### config.mk
export PLATFORM = sky130hd
export DESIGN_NAME = binary_field_arith_unit_top
export DESIGN_NICKNAME = d
export VERILOG_FILES = /design/src/bfa_pkg.sv /design/src/binary_field_arith_unit_top.sv /design/src/bfa_gfmul.sv
export SDC_FILE = /design/constraint.sdc
export NUM_CORES = 1
export LEC_CHECK = 0
export ABC_AREA = 1
export BUFFER_PORTS_ARGS = -buffer_cell sky130_fd_sc_hd__buf_2
export CAP_MARGIN = 30
export CORE_MARGIN = 10
export CORE_UTILIZATION = 45
export DETAILED_ROUTE_END_ITERATION = 8
export GPL_ROUTABILITY_DRIVEN = 0
export GPL_TIMING_DRIVEN = 0
export PLACE_DENSITY_LB_ADDON = 0.3
export SLEW_MARGIN = 40
export SYNTH_ARGS = -nofsm -noshare
export SYNTH_HDL_FRONTEND = slang
export SYNTH_SLANG_ARGS = --single-unit
### constraint.sdc
create_clock -name clk -period 3.9 [get_ports clk]
set_input_delay 0.585 -clock clk [delete_from_list [all_inputs] [get_ports clk]]
set_output_delay 0.585 -clock clk [all_outputs]
set_load 0.05 [all_outputs]
### src/bfa_pkg.sv
// bfa_pkg: shared types, command codes and microcode ROM for the GF(2^m) arithmetic unit.
// No dependencies; imported by bfa_gfmul, binary_field_arith_unit_top, bfa_result_checker and the testbench top.
package bfa_pkg;

	localparam int UPC_W     = 4;
	localparam int MUL_DIGIT = 4;

	localparam logic [1:0] CMD_ADD = 2'd0;
	localparam logic [1:0] CMD_MUL = 2'd1;
	localparam logic [1:0] CMD_POW = 2'd2;

	typedef enum logic [3:0] {
		OP_NOP      = 4'd0,
		OP_LOAD     = 4'd1,
		OP_ADD      = 4'd2,
		OP_START_AB = 4'd3,
		OP_ACC_MUL  = 4'd4,
		OP_POW_INIT = 4'd5,
		OP_START_SQ = 4'd6,
		OP_START_MA = 4'd7,
		OP_ACC_DEC  = 4'd8,
		OP_OUT      = 4'd9
	} op_t;

	typedef enum logic [3:0] {
		C_NEVER    = 4'd0,
		C_ALWAYS   = 4'd1,
		C_NOREQ    = 4'd2,
		C_CMD_MUL  = 4'd3,
		C_CMD_POW  = 4'd4,
		C_MBUSY    = 4'd5,
		C_EBIT_CLR = 4'd6,
		C_K_NZ     = 4'd7,
		C_OUT_FULL = 4'd8
	} cond_t;

	typedef struct packed {
		op_t              op;
		cond_t            cond;
		logic [UPC_W-1:0] target;
	} uword_t;

	localparam logic [UPC_W-1:0] UPC_LOAD     = 4'd0;
	localparam logic [UPC_W-1:0] UPC_DISPATCH = 4'd1;
	localparam logic [UPC_W-1:0] UPC_MUL      = 4'd4;
	localparam logic [UPC_W-1:0] UPC_MWAIT    = 4'd5;
	localparam logic [UPC_W-1:0] UPC_POW      = 4'd7;
	localparam logic [UPC_W-1:0] UPC_SQ       = 4'd8;
	localparam logic [UPC_W-1:0] UPC_SQWAIT   = 4'd9;
	localparam logic [UPC_W-1:0] UPC_MAWAIT   = 4'd12;
	localparam logic [UPC_W-1:0] UPC_NEXTBIT  = 4'd13;
	localparam logic [UPC_W-1:0] UPC_OUT      = 4'd15;

	// fall-through is upc+1; last step wraps back to the load step
	function automatic uword_t ucode_rom(input logic [UPC_W-1:0] addr);
		uword_t w;
		w = '{OP_NOP, C_NEVER, UPC_LOAD};
		unique case (addr)
			4'd0:  w = '{OP_LOAD,     C_NOREQ,    UPC_LOAD};
			4'd1:  w = '{OP_NOP,      C_CMD_MUL,  UPC_MUL};
			4'd2:  w = '{OP_NOP,      C_CMD_POW,  UPC_POW};
			4'd3:  w = '{OP_ADD,      C_ALWAYS,   UPC_OUT};
			4'd4:  w = '{OP_START_AB, C_NEVER,    UPC_LOAD};
			4'd5:  w = '{OP_NOP,      C_MBUSY,    UPC_MWAIT};
			4'd6:  w = '{OP_ACC_MUL,  C_ALWAYS,   UPC_OUT};
			4'd7:  w = '{OP_POW_INIT, C_NEVER,    UPC_LOAD};
			4'd8:  w = '{OP_START_SQ, C_NEVER,    UPC_LOAD};
			4'd9:  w = '{OP_NOP,      C_MBUSY,    UPC_SQWAIT};
			4'd10: w = '{OP_ACC_MUL,  C_EBIT_CLR, UPC_NEXTBIT};
			4'd11: w = '{OP_START_MA, C_NEVER,    UPC_LOAD};
			4'd12: w = '{OP_NOP,      C_MBUSY,    UPC_MAWAIT};
			4'd13: w = '{OP_ACC_DEC,  C_K_NZ,     UPC_SQ};
			4'd14: w = '{OP_NOP,      C_NEVER,    UPC_LOAD};
			4'd15: w = '{OP_OUT,      C_OUT_FULL, UPC_OUT};
			default: w = '{OP_NOP, C_ALWAYS, UPC_LOAD};
		endcase
		return w;
	endfunction

endpackage

### src/binary_field_arith_unit_top.sv
// GF(2^m) arithmetic unit (add / multiply / exponentiate), microcoded sequencer.
// Requests are handled one at a time: the next request is taken only after the current result
// has been written to the output register, and may be taken while that result waits there.
// The field multiplier (4 bits per cycle) paces multiply steps.
// Reset (arst_n, async low): sequencer to load step, output empty, polynomial x^m+x+1.
module binary_field_arith_unit_top #(
	parameter int FIELD_BITS = 15
) (
	input  logic                                      clk,
	input  logic                                      arst_n,
	input  logic                                      s_axis_tvalid,
	output logic                                      s_axis_tready,
	// operand_a, operand_b, zero pad
	input  logic [((2*FIELD_BITS+7)/8)*8-1:0]         s_axis_tdata,
	// command
	input  logic [1:0]                                s_axis_tuser,
	output logic                                      m_axis_tvalid,
	input  logic                                      m_axis_tready,
	// result, zero pad
	output logic [((FIELD_BITS+7)/8)*8-1:0]           m_axis_tdata,
	input  logic                                      cfg_wr_en,
	input  logic [FIELD_BITS:0]                       cfg_wr_data
);
	import bfa_pkg::*;

	localparam int OUT_W = ((FIELD_BITS + 7) / 8) * 8;
	localparam int KW    = $clog2(FIELD_BITS);
	localparam logic [FIELD_BITS:0] POLY_RESET =
		(FIELD_BITS+1)'(3) | ((FIELD_BITS+1)'(1) << FIELD_BITS);

	logic [UPC_W-1:0]      upc_q;
	uword_t                uw;
	logic                  take;
	logic [FIELD_BITS-1:0] poly_q;
	logic [1:0]            cmd_q;
	logic [FIELD_BITS-1:0] a_q, e_q, acc_q;
	logic [KW-1:0]         k_q;
	logic                  out_valid_q;
	logic [FIELD_BITS-1:0] out_data_q;
	logic                  out_full;
	logic                  mul_start, mul_busy;
	logic [FIELD_BITS-1:0] mul_x, mul_y, mul_prod;

	assign uw       = ucode_rom(upc_q);
	assign out_full = out_valid_q && !m_axis_tready;

	always_comb begin
		case (uw.cond)
			C_ALWAYS:   take = 1'b1;
			C_NOREQ:    take = !s_axis_tvalid;
			C_CMD_MUL:  take = (cmd_q == CMD_MUL);
			C_CMD_POW:  take = (cmd_q == CMD_POW);
			C_MBUSY:    take = mul_busy;
			C_EBIT_CLR: take = !e_q[k_q];
			C_K_NZ:     take = (k_q != '0);
			C_OUT_FULL: take = out_full;
			default:    take = 1'b0;
		endcase
	end

	always_ff @(posedge clk or negedge arst_n) begin
		if (!arst_n) begin
			upc_q <= UPC_LOAD;
		end else begin
			upc_q <= take ? uw.target : upc_q + 1'b1;
		end
	end

	always_ff @(posedge clk or negedge arst_n) begin
		if (!arst_n) begin
			poly_q <= POLY_RESET[FIELD_BITS-1:0];
		end else if (cfg_wr_en) begin
			poly_q <= cfg_wr_data[FIELD_BITS-1:0];
		end
	end

	assign s_axis_tready = (uw.op == OP_LOAD);

	always_comb begin
		mul_start = 1'b0;
		mul_x     = acc_q;
		mul_y     = acc_q;
		unique case (uw.op)
			OP_START_AB: begin
				mul_start = 1'b1;
				mul_x     = a_q;
				mul_y     = e_q;
			end
			OP_START_SQ: begin
				mul_start = 1'b1;
			end
			OP_START_MA: begin
				mul_start = 1'b1;
				mul_y     = a_q;
			end
			default: begin
				mul_start = 1'b0;
			end
		endcase
	end

	always_ff @(posedge clk or negedge arst_n) begin
		if (!arst_n) begin
			cmd_q <= CMD_ADD;
			k_q   <= '0;
		end else begin
			if (uw.op == OP_LOAD && s_axis_tvalid) begin
				cmd_q <= s_axis_tuser;
			end
			if (uw.op == OP_POW_INIT) begin
				k_q <= KW'(FIELD_BITS - 1);
			end else if (uw.op == OP_ACC_DEC) begin
				k_q <= k_q - 1'b1;
			end
		end
	end

	always_ff @(posedge clk) begin
		case (uw.op)
			OP_LOAD: begin
				if (s_axis_tvalid) begin
					a_q <= s_axis_tdata[FIELD_BITS-1:0];
					e_q <= s_axis_tdata[2*FIELD_BITS-1:FIELD_BITS];
				end
			end
			OP_ADD:      acc_q <= (cmd_q == CMD_ADD) ? (a_q ^ e_q) : '0;
			OP_POW_INIT: acc_q <= FIELD_BITS'(1);
			OP_ACC_MUL, OP_ACC_DEC: acc_q <= mul_prod;
			default: ;
		endcase
	end

	always_ff @(posedge clk or negedge arst_n) begin
		if (!arst_n) begin
			out_valid_q <= 1'b0;
		end else if (uw.op == OP_OUT && !out_full) begin
			out_valid_q <= 1'b1;
		end else if (m_axis_tready) begin
			out_valid_q <= 1'b0;
		end
	end

	always_ff @(posedge clk) begin
		if (uw.op == OP_OUT && !out_full) begin
			out_data_q <= acc_q;
		end
	end

	assign m_axis_tvalid = out_valid_q;
	assign m_axis_tdata  = OUT_W'(out_data_q);

	bfa_gfmul #(
		.FIELD_BITS(FIELD_BITS)
	) u_gfmul (
		.clk   (clk),
		.arst_n(arst_n),
		.start (mul_start),
		.x     (mul_x),
		.y     (mul_y),
		.poly  (poly_q),
		.busy  (mul_busy),
		.prod  (mul_prod)
	);

	a_accept_dispatch: assert property (@(posedge clk) disable iff (!arst_n)
		(s_axis_tvalid && s_axis_tready) |=> (upc_q == UPC_DISPATCH))
		else $error("accepted request did not go to dispatch");

	a_start_idle: assert property (@(posedge clk) disable iff (!arst_n)
		mul_start |-> !mul_busy)
		else $error("multiplier started while busy");

	a_out_emit: assert property (@(posedge clk) disable iff (!arst_n)
		(upc_q == UPC_OUT && !out_full) |=> (m_axis_tvalid && upc_q == UPC_LOAD))
		else $error("result not emitted from output step");

endmodule

### src/bfa_gfmul.sv
// bfa_gfmul: digit-serial GF(2^m) multiplier, MSB first, MUL_DIGIT bits per cycle.
// Depends on bfa_pkg.
module bfa_gfmul #(
	parameter int FIELD_BITS = 15
) (
	input  logic                  clk,
	input  logic                  arst_n,
	input  logic                  start,
	input  logic [FIELD_BITS-1:0] x,
	input  logic [FIELD_BITS-1:0] y,
	input  logic [FIELD_BITS-1:0] poly,
	output logic                  busy,
	output logic [FIELD_BITS-1:0] prod
);
	import bfa_pkg::*;

	localparam int NCYC = (FIELD_BITS + MUL_DIGIT - 1) / MUL_DIGIT;
	localparam int YW   = NCYC * MUL_DIGIT;
	localparam int CW   = $clog2(NCYC + 1);

	logic [FIELD_BITS-1:0] p_q, x_q, p_n;
	logic [YW-1:0]         y_q, y_n;
	logic [CW-1:0]         cnt_q;

	always_comb begin
		logic [FIELD_BITS-1:0] p;
		logic [YW-1:0]         yy;
		logic                  msb;
		p  = p_q;
		yy = y_q;
		for (int j = 0; j < MUL_DIGIT; j++) begin
			msb = p[FIELD_BITS-1];
			p   = (p << 1) ^ (msb ? poly : '0);
			if (yy[YW-1]) begin
				p = p ^ x_q;
			end
			yy = yy << 1;
		end
		p_n = p;
		y_n = yy;
	end

	always_ff @(posedge clk or negedge arst_n) begin
		if (!arst_n) begin
			cnt_q <= '0;
		end else if (start) begin
			cnt_q <= CW'(NCYC);
		end else if (busy) begin
			cnt_q <= cnt_q - 1'b1;
		end
	end

	always_ff @(posedge clk) begin
		if (start) begin
			p_q <= '0;
			x_q <= x;
			y_q <= YW'(y);
		end else if (busy) begin
			p_q <= p_n;
			y_q <= y_n;
		end
	end

	assign busy = (cnt_q != '0);
	assign prod = p_q;

endmodule

==> results.toml, run 1 <==
[clock_tree]
cts_max_level = 4
cts_sinks = 135
cts_resized = 0
insertion_delay_ps = 430
hold_buffers = 0
post_cts_buffers = 0
cts_root_buffer = "clkbuf_16"
clk_path_buf_depth = 2
cts_tree = "built"
cts_buffers = 17
clk_pin_slew_worst_paths_ps = 60

[synth]
synth.area.top_cells = "edfxtp_1 31%, nand2_1 18%, inv_1 8.5%"
ys_async_sr_fraction_pct = 21.5
synth_top_area_share_pct = 31.5
synth_edf_count = 90
synth_cell_types = 43
synth-seq-cells = 135
synth_warnings = 0
synth_common_cells = "423 x nand2_1, 195 x inv_1, 131 x nand3_1, 90 x edfxtp_1, 48 x o21ai_0"
yosysMostFrequentCell = "nand2_1"
synth_ff_type = "edfxtp_1"
ys_seq_area_share_pct = 43.7
synth_area_sq_um = 8580
synthCells = 1171
yosysTopAreaCell = "edfxtp_1"
synth_nets = 1236
avgSynthCellArea_sq_um = 7.33

[placement]
dp_hpwl_um = 17100
io_buffers = 67

[sta]
tightest_slew_ps = 759
fin_setup_tns_ps = 0
post-route-period-util_pct = 78.3
fin_crit_ps = 3050
drv_slew = 0
clock.fmax_mhz = 327
skew_ps = 9.84
setup_violations = 0
rsz0062_at_grt = "false"
finalHoldViolCount = 0
relSlewSlack_pct = 49.3

[worst_setup_path]
startpoint_type = "flip-flop"
slowest_delay_ps = 460
cp_top_family = "buffers and inverters"
critPathKind = "flip-flop to output pin"
slowest_stage = "dfrtp_1"
crit_arrival_ps = 2470
cp_num_buf_inv = 3
cp-end-kind = "output pin"
path_cells = "inv_1 -> ha_1 -> o21ai_0 -> o21a_1 -> nor2_4 -> inv_2 -> nor3_1 -> buf_2"
critPathRequiredTime_ps = 3310
critPathMaxFanout = 9

[drt]
drt_pass1_iterations = 7
ant_nets = 0
dr.first_iter.drc_count = 777
drc_errors = 0
wire_per_inst_um = 15.0
postRouteWirelength_um = 22600
vias = 7690
vias_per_cell = 5.11

[floorplanning]
io_pins = 73
die_h_um = 158
die_area_sq_um = 25000
start_util_pct = 45.7
core_area_sq_um = 18800
die-width_um = 158
row_count = 50

[global_routing]
grt_start_max_net_pins = 33
grt_pass1_wl_um = 36000
grt_pass1_vias = 6925
grt_antenna_before_repair = 0
overflow = 0
gr-usage-all-layers_pct = 18.5

[layout]
n_antenna_cell = 0
final_layout_size_suffix_gt1_share_pct = 14.6
nNetsFinal = 1323
area_delta_synth_final_pct = 14.1

[worst_hold_path]
hp-class = "input port to async pin"

[outcome]
outcome = "finished clean"

[run]
maxCapViolCount = 0
-- flip-flops by register name (all words and copies together) (netlist names) --
register	cells
u_gfmul.x_q	15
k_q	4
a_q	15
out_data_q	15
m_axis_tvalid	1
u_gfmul.cnt_q	3
acc_q	15
u_gfmul.y_q	16
cmd_q	2
e_q	15
upc_q	4
poly_q	15
u_gfmul.prod	15
-- final timing paths --
| kind | startpoint | endpoint | slack (ps) | cells past startpoint |
|---|---|---|---|---|
| setup / recovery | upc_q[1] | s_axis_tready | 850 | 8 |
| hold / removal | arst_n | poly_q[14] | 220 | 1 |
| setup reg to reg | upc_q[1] | u_gfmul.cnt_q[0] | 1180 | 10 |
| hold reg to reg | acc_q[3] | out_data_q[3] | 490 | 0 |
| max in group asynchronous | arst_n | k_q[0] | 3190 | 1 |
| min in group clk | s_axis_tdata[0] | a_q[0] | 330 | 1 |
-- cells in the final DEF (no fill, tap or decap), types with 3 or more instances in the layout --
cell type / netlist / final
nand2_2: 15 / 15
buf_6: 3 / 3
inv_1: 195 / 195
o22ai_1: 22 / 22
dfxtp_1: 16 / 16
nand2_1: 423 / 423
dfrtp_1: 27 / 27
xor2_1: 4 / 4
o211ai_1: 3 / 3
o21ai_0: 48 / 48
nand2_4: 4 / 4
buf_4: 12 / 13
inv_6: 0 / 5
nor2_1: 21 / 20
clkbuf_1: 17 / 18
nand3_2: 3 / 3
ha_1: 10 / 10
mux2_2: 15 / 15
edfxtp_1: 90 / 90
clkbuf_16: 0 / 17
nand4_1: 3 / 3
inv_2: 9 / 9
xnor2_1: 19 / 19
o21ai_1: 6 / 6
a21oi_1: 34 / 34
buf_2: 17 / 84
clkinv_1: 0 / 3
nand3_1: 131 / 131
-- stage by stage --
stage / hold WS (ps) / setup slack [ps] / util (%) / cell area, sq um / instances
after detailed placement: 472 / 1150 / 49.2 / 9240 / 1473
after floorplan: 289 / 528 / - / 8580 / 1171
final: 221 / 846 / 52.2 / 9790 / 1505
after CTS: 242 / 866 / 52.2 / 9790 / 1505
after global placement: 460 / 82.8 / 49.1 / 9210 / 1472
after global routing: 264 / 688 / 52.2 / 9790 / 1505
-- layout make-up --
class	count	area [sq um]
Clock inverter	14	123
Fill cell	1762	8970
Tap cell	234	293
Inverter	204	766
Multi-Input combinational cell	783	3820
Timing Repair Buffer	68	343
Clock buffer	18	429
Sequential cell	135	3750
Buffer	49	273
-- logic make-up after synthesis --
logic type               share of synthesized area, %
AND/OR/NAND/NOR                                  30.0
buffers and inverters                            12.1
flip-flops                                       43.7
AO/OA/AOI/OAI                                    8.35
XOR/XNOR                                         2.35
multiplexers                                     1.97
adder cells (fa/ha/maj)                          1.46
other                                          0.0437
-- per-layer routing --
metal / wire length [um] / vias up / track usage [%]
li1: - / 3901 / -
met1: 9940 / 3464 / 24.3
met2: 10300 / 297 / 29.7
met3: 1990 / 28 / 4.61
met4: 324 / 0 / 5.16
met5: 0 / - / 0
Power of run 1 is not shown: default switching activity piles up to over one toggle a cycle in this logic, so the estimate is an artifact.
==> run 2, diff against run 1 <==
==> constraint.sdc (replaced) <==
create_clock -name clk -period 3 [get_ports clk]
set_input_delay 0.45 -clock clk [delete_from_list [all_inputs] [get_ports clk]]
set_output_delay 0.45 -clock clk [all_outputs]
set_load 0.05 [all_outputs]
==> run 2 against run 1 <==
- die area is the same
- setup slack lost 650 ps
- first-iteration DRC count grew 3.5%
- non-clock buffer count grew 2
- via count grew 0.16%
- critical endpoint unchanged
- clock-buffer cell count shrank 1
==> results.toml, run 2 (same netlist as run 1, synthesis figures left out) <==
[outcome]
outcome = "finished clean"

[sta]
relSlewSlack_pct = 58.8
finalHoldViolCount = 0
post-route-period-util_pct = 93.4
fin_hold_ws_ps = 192
clock.fmax_mhz = 357
rsz0062_at_grt = "false"
tightest_slew_ps = 618
drv_slew = 0
setup_violations = 0
skew_ps = 6.11
fin_crit_ps = 2800

[layout]
n_antenna_cell = 0
regMostFlops = "u_gfmul.y_q"
nNetsFinal = 1325
layout_commonest_cell = "nand2_1"
final_layout_size_suffix_gt1_share_pct = 14.9
final_cell_mix = "422 x nand2_1, 195 x inv_1, 131 x nand3_1"
largest_register_ffs = 16
area_delta_synth_final_pct = 14.7
multi_input_area_sq_um = 3820
fin_util_pct = 52.5
fillers = 1778
regArea_sq_um = 3750

[worst_setup_path]
r2r_cells = 12
cp-end-kind = "output pin"
critPathMaxFanout = 9
startpoint_type = "flip-flop"
r2r_setup_slack_ps = 300
endpoint = "s_axis_tready"
critPathRequiredTime_ps = 2550
r2r_start = "upc_q[0]"
rr_endpoint = "u_gfmul.y_q[4]"
critPathKind = "flip-flop to output pin"
crit_arrival_ps = 2350
cp-startpoint = "upc_q[1]"

[global_routing]
grt_start_max_net_pins = 33
grt_pass1_vias = 7170
gr-usage-all-layers_pct = 18.8
grt_antenna_before_repair = 0
overflow = 0
grt_pass1_wl_um = 36700

[drt]
drc_errors = 0
vias = 7702
ant_nets = 0
postRouteWirelength_um = 22700
drt_pass1_iterations = 5
wire_per_inst_um = 15.1
vias_per_cell = 5.11
dr.first_iter.drc_count = 804

[floorplanning]
io_pins = 73
die-width_um = 158
die_h_um = 158
row_count = 50
die_area_sq_um = 25000
start_util_pct = 45.7
core_area_sq_um = 18800

[placement]
io_buffers = 67
dp_hpwl_um = 17300

[run]
maxCapViolCount = 0

[clock_tree]
clk_path_buf_depth = 2
cts_sinks = 135
cts_buffers = 17
clk_pin_slew_worst_paths_ps = 60
cts_max_level = 4
cts_tree = "built"
insertion_delay_ps = 430
cts_root_buffer = "clkbuf_16"

[worst_hold_path]
hp-class = "input port to flip-flop"
[run 2: worst min-delay path by stage]
stage                               end        startpoint  cells past startpoint  slack (ps)
after floorplan                cmd_q[0]            arst_n                      0         150
after global placement    out_data_q[4]          acc_q[4]                      0         460
after detailed placement  out_data_q[2]          acc_q[2]                      0         470
after CTS                    poly_q[14]            arst_n                      1         110
after global routing            e_q[10]  s_axis_tdata[25]                      1         180
final                            e_q[9]  s_axis_tdata[24]                      1         190
[run 2: cell type report]
| cell class | count | share of cell area, % |
|---|---|---|
| multi-input combinational | 783 | 38.8 |
| sequential | 135 | 38.1 |
| inverter | 204 | 7.78 |
| clock buffer | 17 | 4.32 |
| timing repair buffer | 70 | 3.69 |
| tap | 234 | 2.97 |
| buffer | 49 | 2.80 |
| clock inverter | 14 | 1.51 |
[run 2: timing repair]
action,4_1_cts,5_1_grt
hold endpoints to repair,0,22
gates resized for setup,0,2
hold buffers,0,1
setup buffers,0,1
endpoints found under the setup margin,0,20
[run 2: critical path, stage by stage (launching register included)]
cell,delay [ps]
dfrtp_1,460
inv_1,110
ha_1,180
o21ai_0,110
o21a_1,220
nor2_4,250
inv_2,100
nor3_2,180
buf_2,310
[run 2: per-layer routing]
metal	up-vias	track usage, %	part of all wire (%)	wire length, um
met5	-	0	0	0
met4	0	5.16	1.7	380
met3	32	4.45	8.5	1940
met2	295	30.2	46	10500
met1	3478	24.8	44	9940
li1	3897	-	-	-
[run 2: per-stage QoR]
stage,cells,setup slack (ps),area [sq um],TNS [ps]
final,1506,199,9850,0
after floorplan,1171,52.6,8590,0
after global placement,1472,-818,9220,-12250
after CTS,1504,173,9820,0
after global routing,1506,10.1,9850,0
after detailed placement,1473,193,9240,0
Power of run 2 is left out for the same reason.
==> run 3, diff against run 2 <==
--- a/config.mk
+++ b/config.mk
@@ -5,11 +5,11 @@
 export SDC_FILE = /design/constraint.sdc
 export NUM_CORES = 1
 export LEC_CHECK = 0
-export ABC_AREA = 1
 export BUFFER_PORTS_ARGS = -buffer_cell sky130_fd_sc_hd__buf_2
 export CAP_MARGIN = 30
 export CORE_MARGIN = 10
 export CORE_UTILIZATION = 45
+export CTS_CLUSTER_SIZE = 10
 export DETAILED_ROUTE_END_ITERATION = 8
 export GPL_ROUTABILITY_DRIVEN = 0
 export GPL_TIMING_DRIVEN = 0
==> run 3 against run 2 <==
- first-iteration DRC count down 41%
- design area is 7.7% lower
- largest cell class unchanged
- die area down 8.7%
- clock skew up 5.4 ps
- utilization increased by 2.0 points
- critical path type unchanged
==> results.toml, run 3 <==
[outcome]
outcome = "finished clean"

[sta]
fin_setup_tns_ps = 0
post-route-period-util_pct = 96.0
skew_ps = 11.5
fin_crit_ps = 2880
setup_violations = 0
clock.fmax_mhz = 347
setup_slack_ps = 120
relSlewSlack_pct = 48.7
drv_slew = 0
tightest_slew_ps = 770
finalHoldViolCount = 0

[synth]
synth-compound-area-share_pct = 8.72
synth_ff_type = "edfxtp_1"
synth_cell_types = 66
synth_fa_ha_area_share_pct = 1.62
ys_seq_area_share_pct = 48.5
synthCells = 736
synth_common_cells = "169 x nand2_1, 96 x xnor2_1, 90 x edfxtp_1, 32 x nor2_1, 31 x mux2_2"
synth_nets = 801
yosysTopAreaCell = "edfxtp_1"
synthMuxAreaShare_pct = 8.10
yosys.area_share.simple_pct = 13.8
synth_top_area_share_pct = 34.9
avgSynthCellArea_sq_um = 10.5
yosysMostFrequentCell = "nand2_1"
synth_xor_area_share_pct = 16.1
synth_area_sq_um = 7730
synth_top_family_by_area = "XOR/XNOR gates"
synth_warnings = 0
synth.area.top_cells = "edfxtp_1 35%, xnor2_1 11%, dfrtp_1 8.7%"
ys_async_sr_fraction_pct = 21.5
synth_edf_count = 90
synth-seq-cells = 135

[global_routing]
overflow = 0
gr-usage-all-layers_pct = 17.1
grt_start_max_net_pins = 30
grt_pass1_wl_um = 30000
grt_pass1_vias = 5573
grt_antenna_before_repair = 0

[clock_tree]
clk_path_buf_depth = 2
cts_tree = "built"
cts_max_level = 4
insertion_delay_ps = 430
cts_buffers = 17
cts_sinks = 135
cts_root_buffer = "clkbuf_16"
clk_pin_slew_worst_paths_ps = 70

[drt]
vias = 5639
vias_per_cell = 5.29
drc_errors = 0
postRouteWirelength_um = 18800
dr.first_iter.drc_count = 476
drt_pass1_iterations = 5
ant_nets = 0
wire_per_inst_um = 17.7

[worst_setup_path]
startpoint_type = "flip-flop"
cp-end-kind = "output pin"
crit_arrival_ps = 2430
critPathKind = "flip-flop to output pin"
critPathRequiredTime_ps = 2550
critPathMaxFanout = 10

[layout]
layout_commonest_cell = "nand2_1"
regArea_sq_um = 3750
area_delta_synth_final_pct = 17.5
final_cell_mix = "169 x nand2_1, 96 x xnor2_1, 90 x edfxtp_1"
final_layout_size_suffix_gt1_share_pct = 22.7
nNetsFinal = 897
multi_input_area_sq_um = 3800
n_antenna_cell = 0
largest_register_ffs = 16
fillers = 1484
regMostFlops = "u_gfmul.y_q"

[placement]
dp_hpwl_um = 13600
place_worst_setup_slack_ps = -362
io_buffers = 67

[floorplanning]
io_pins = 73
row_count = 47
die_h_um = 151
die_area_sq_um = 22800
core_area_sq_um = 16700
die-width_um = 151
start_util_pct = 46.3

[worst_hold_path]
hp-class = "input port to async pin"

[run]
maxCapViolCount = 0
-- run 3: cell count changes after synthesis, moves of 16 or more --
cell | previous run | this run
xor2_1 | 4 | 28
nand3_1 | 131 | 13
inv_1 | 195 | 14
o21ai_0 | 48 | 27
xnor2_1 | 19 | 96
mux2_2 | 15 | 31
nand2_1 | 423 | 169
-- run 3: worst paths after layout --
| check | startpoint | to | slack (ps) | cells after the start |
|---|---|---|---|---|
| min in group clk | s_axis_tdata[12] | a_q[12] | 190 | 1 |
| hold / removal | arst_n | poly_q[13] | 80 | 1 |
| setup reg to reg | upc_q[0] | u_gfmul.x_q[9] | 150 | 8 |
| setup / recovery | upc_q[0] | s_axis_tready | 120 | 8 |
| max in group asynchronous | arst_n | upc_q[0] | 2380 | 1 |
| hold reg to reg | acc_q[8] | out_data_q[8] | 490 | 0 |
-- run 3: cell type report --
class	instances	area share, %
inverters	15	0.702
multi-input cells	549	41.8
plain buffers	35	2.04
well taps	220	3.03
clock buffers	19	4.98
clock inverters	13	1.18
repair inverters	1	0.0826
flip-flops and latches	135	41.3
repair buffers	78	4.89
-- run 3: critical path, cell delays in order (launching register included) --
cell and delay [ps]:
dfrtp_2 440, inv_1 110, ha_2 390, nor2_2 80, a21o_1 170, o21a_1 200
buf_2 220, nor3_4 170, buf_4 230
-- run 3: routing by layer --
metal	vias to the layer above	GRT usage, %	wire, um
met5	-	0	0
met4	0	4.62	199
met3	17	3.88	1010
met2	159	27.4	8840
met1	2739	22.7	8780
li1	2724	-	-
-- run 3: through the flow --
stage	std cells	area (sq um)	hold WS [ps]	utilization, %
3_5_place_dp	1025	8410	476	50.4
2_1_floorplan	736	7750	154	-
5_1_grt	1065	9090	136	54.4
4_1_cts	1061	9030	97.0	54.1
3_3_place_gp	1023	8360	475	50.1
6_report	1065	9090	83.3	54.4
-- run 3: cell families after synthesis --
| group | count (synthesis) |
|---|---|
| xor gates and xnor gates | 132 |
| and+or+nand+nor | 248 |
| adders and majority gates | 10 |
| other | 1 |
| AOI/OAI and AO/OA | 106 |
| muxes | 52 |
| DFF | 135 |
| buffers and inverters | 52 |
-- run 3: what timing repair did --
| item | CTS | global route |
|---|---|---|
| buffers inserted | 3 | 6 |
| resized for setup | 7 | 10 |
| cloned | 1 | 0 |
| pin swaps | 0 | 1 |
| hold buffers | 0 | 0 |
| endpoints found under the setup margin | 75 | 47 |
Power of run 3 is left out for the same reason.
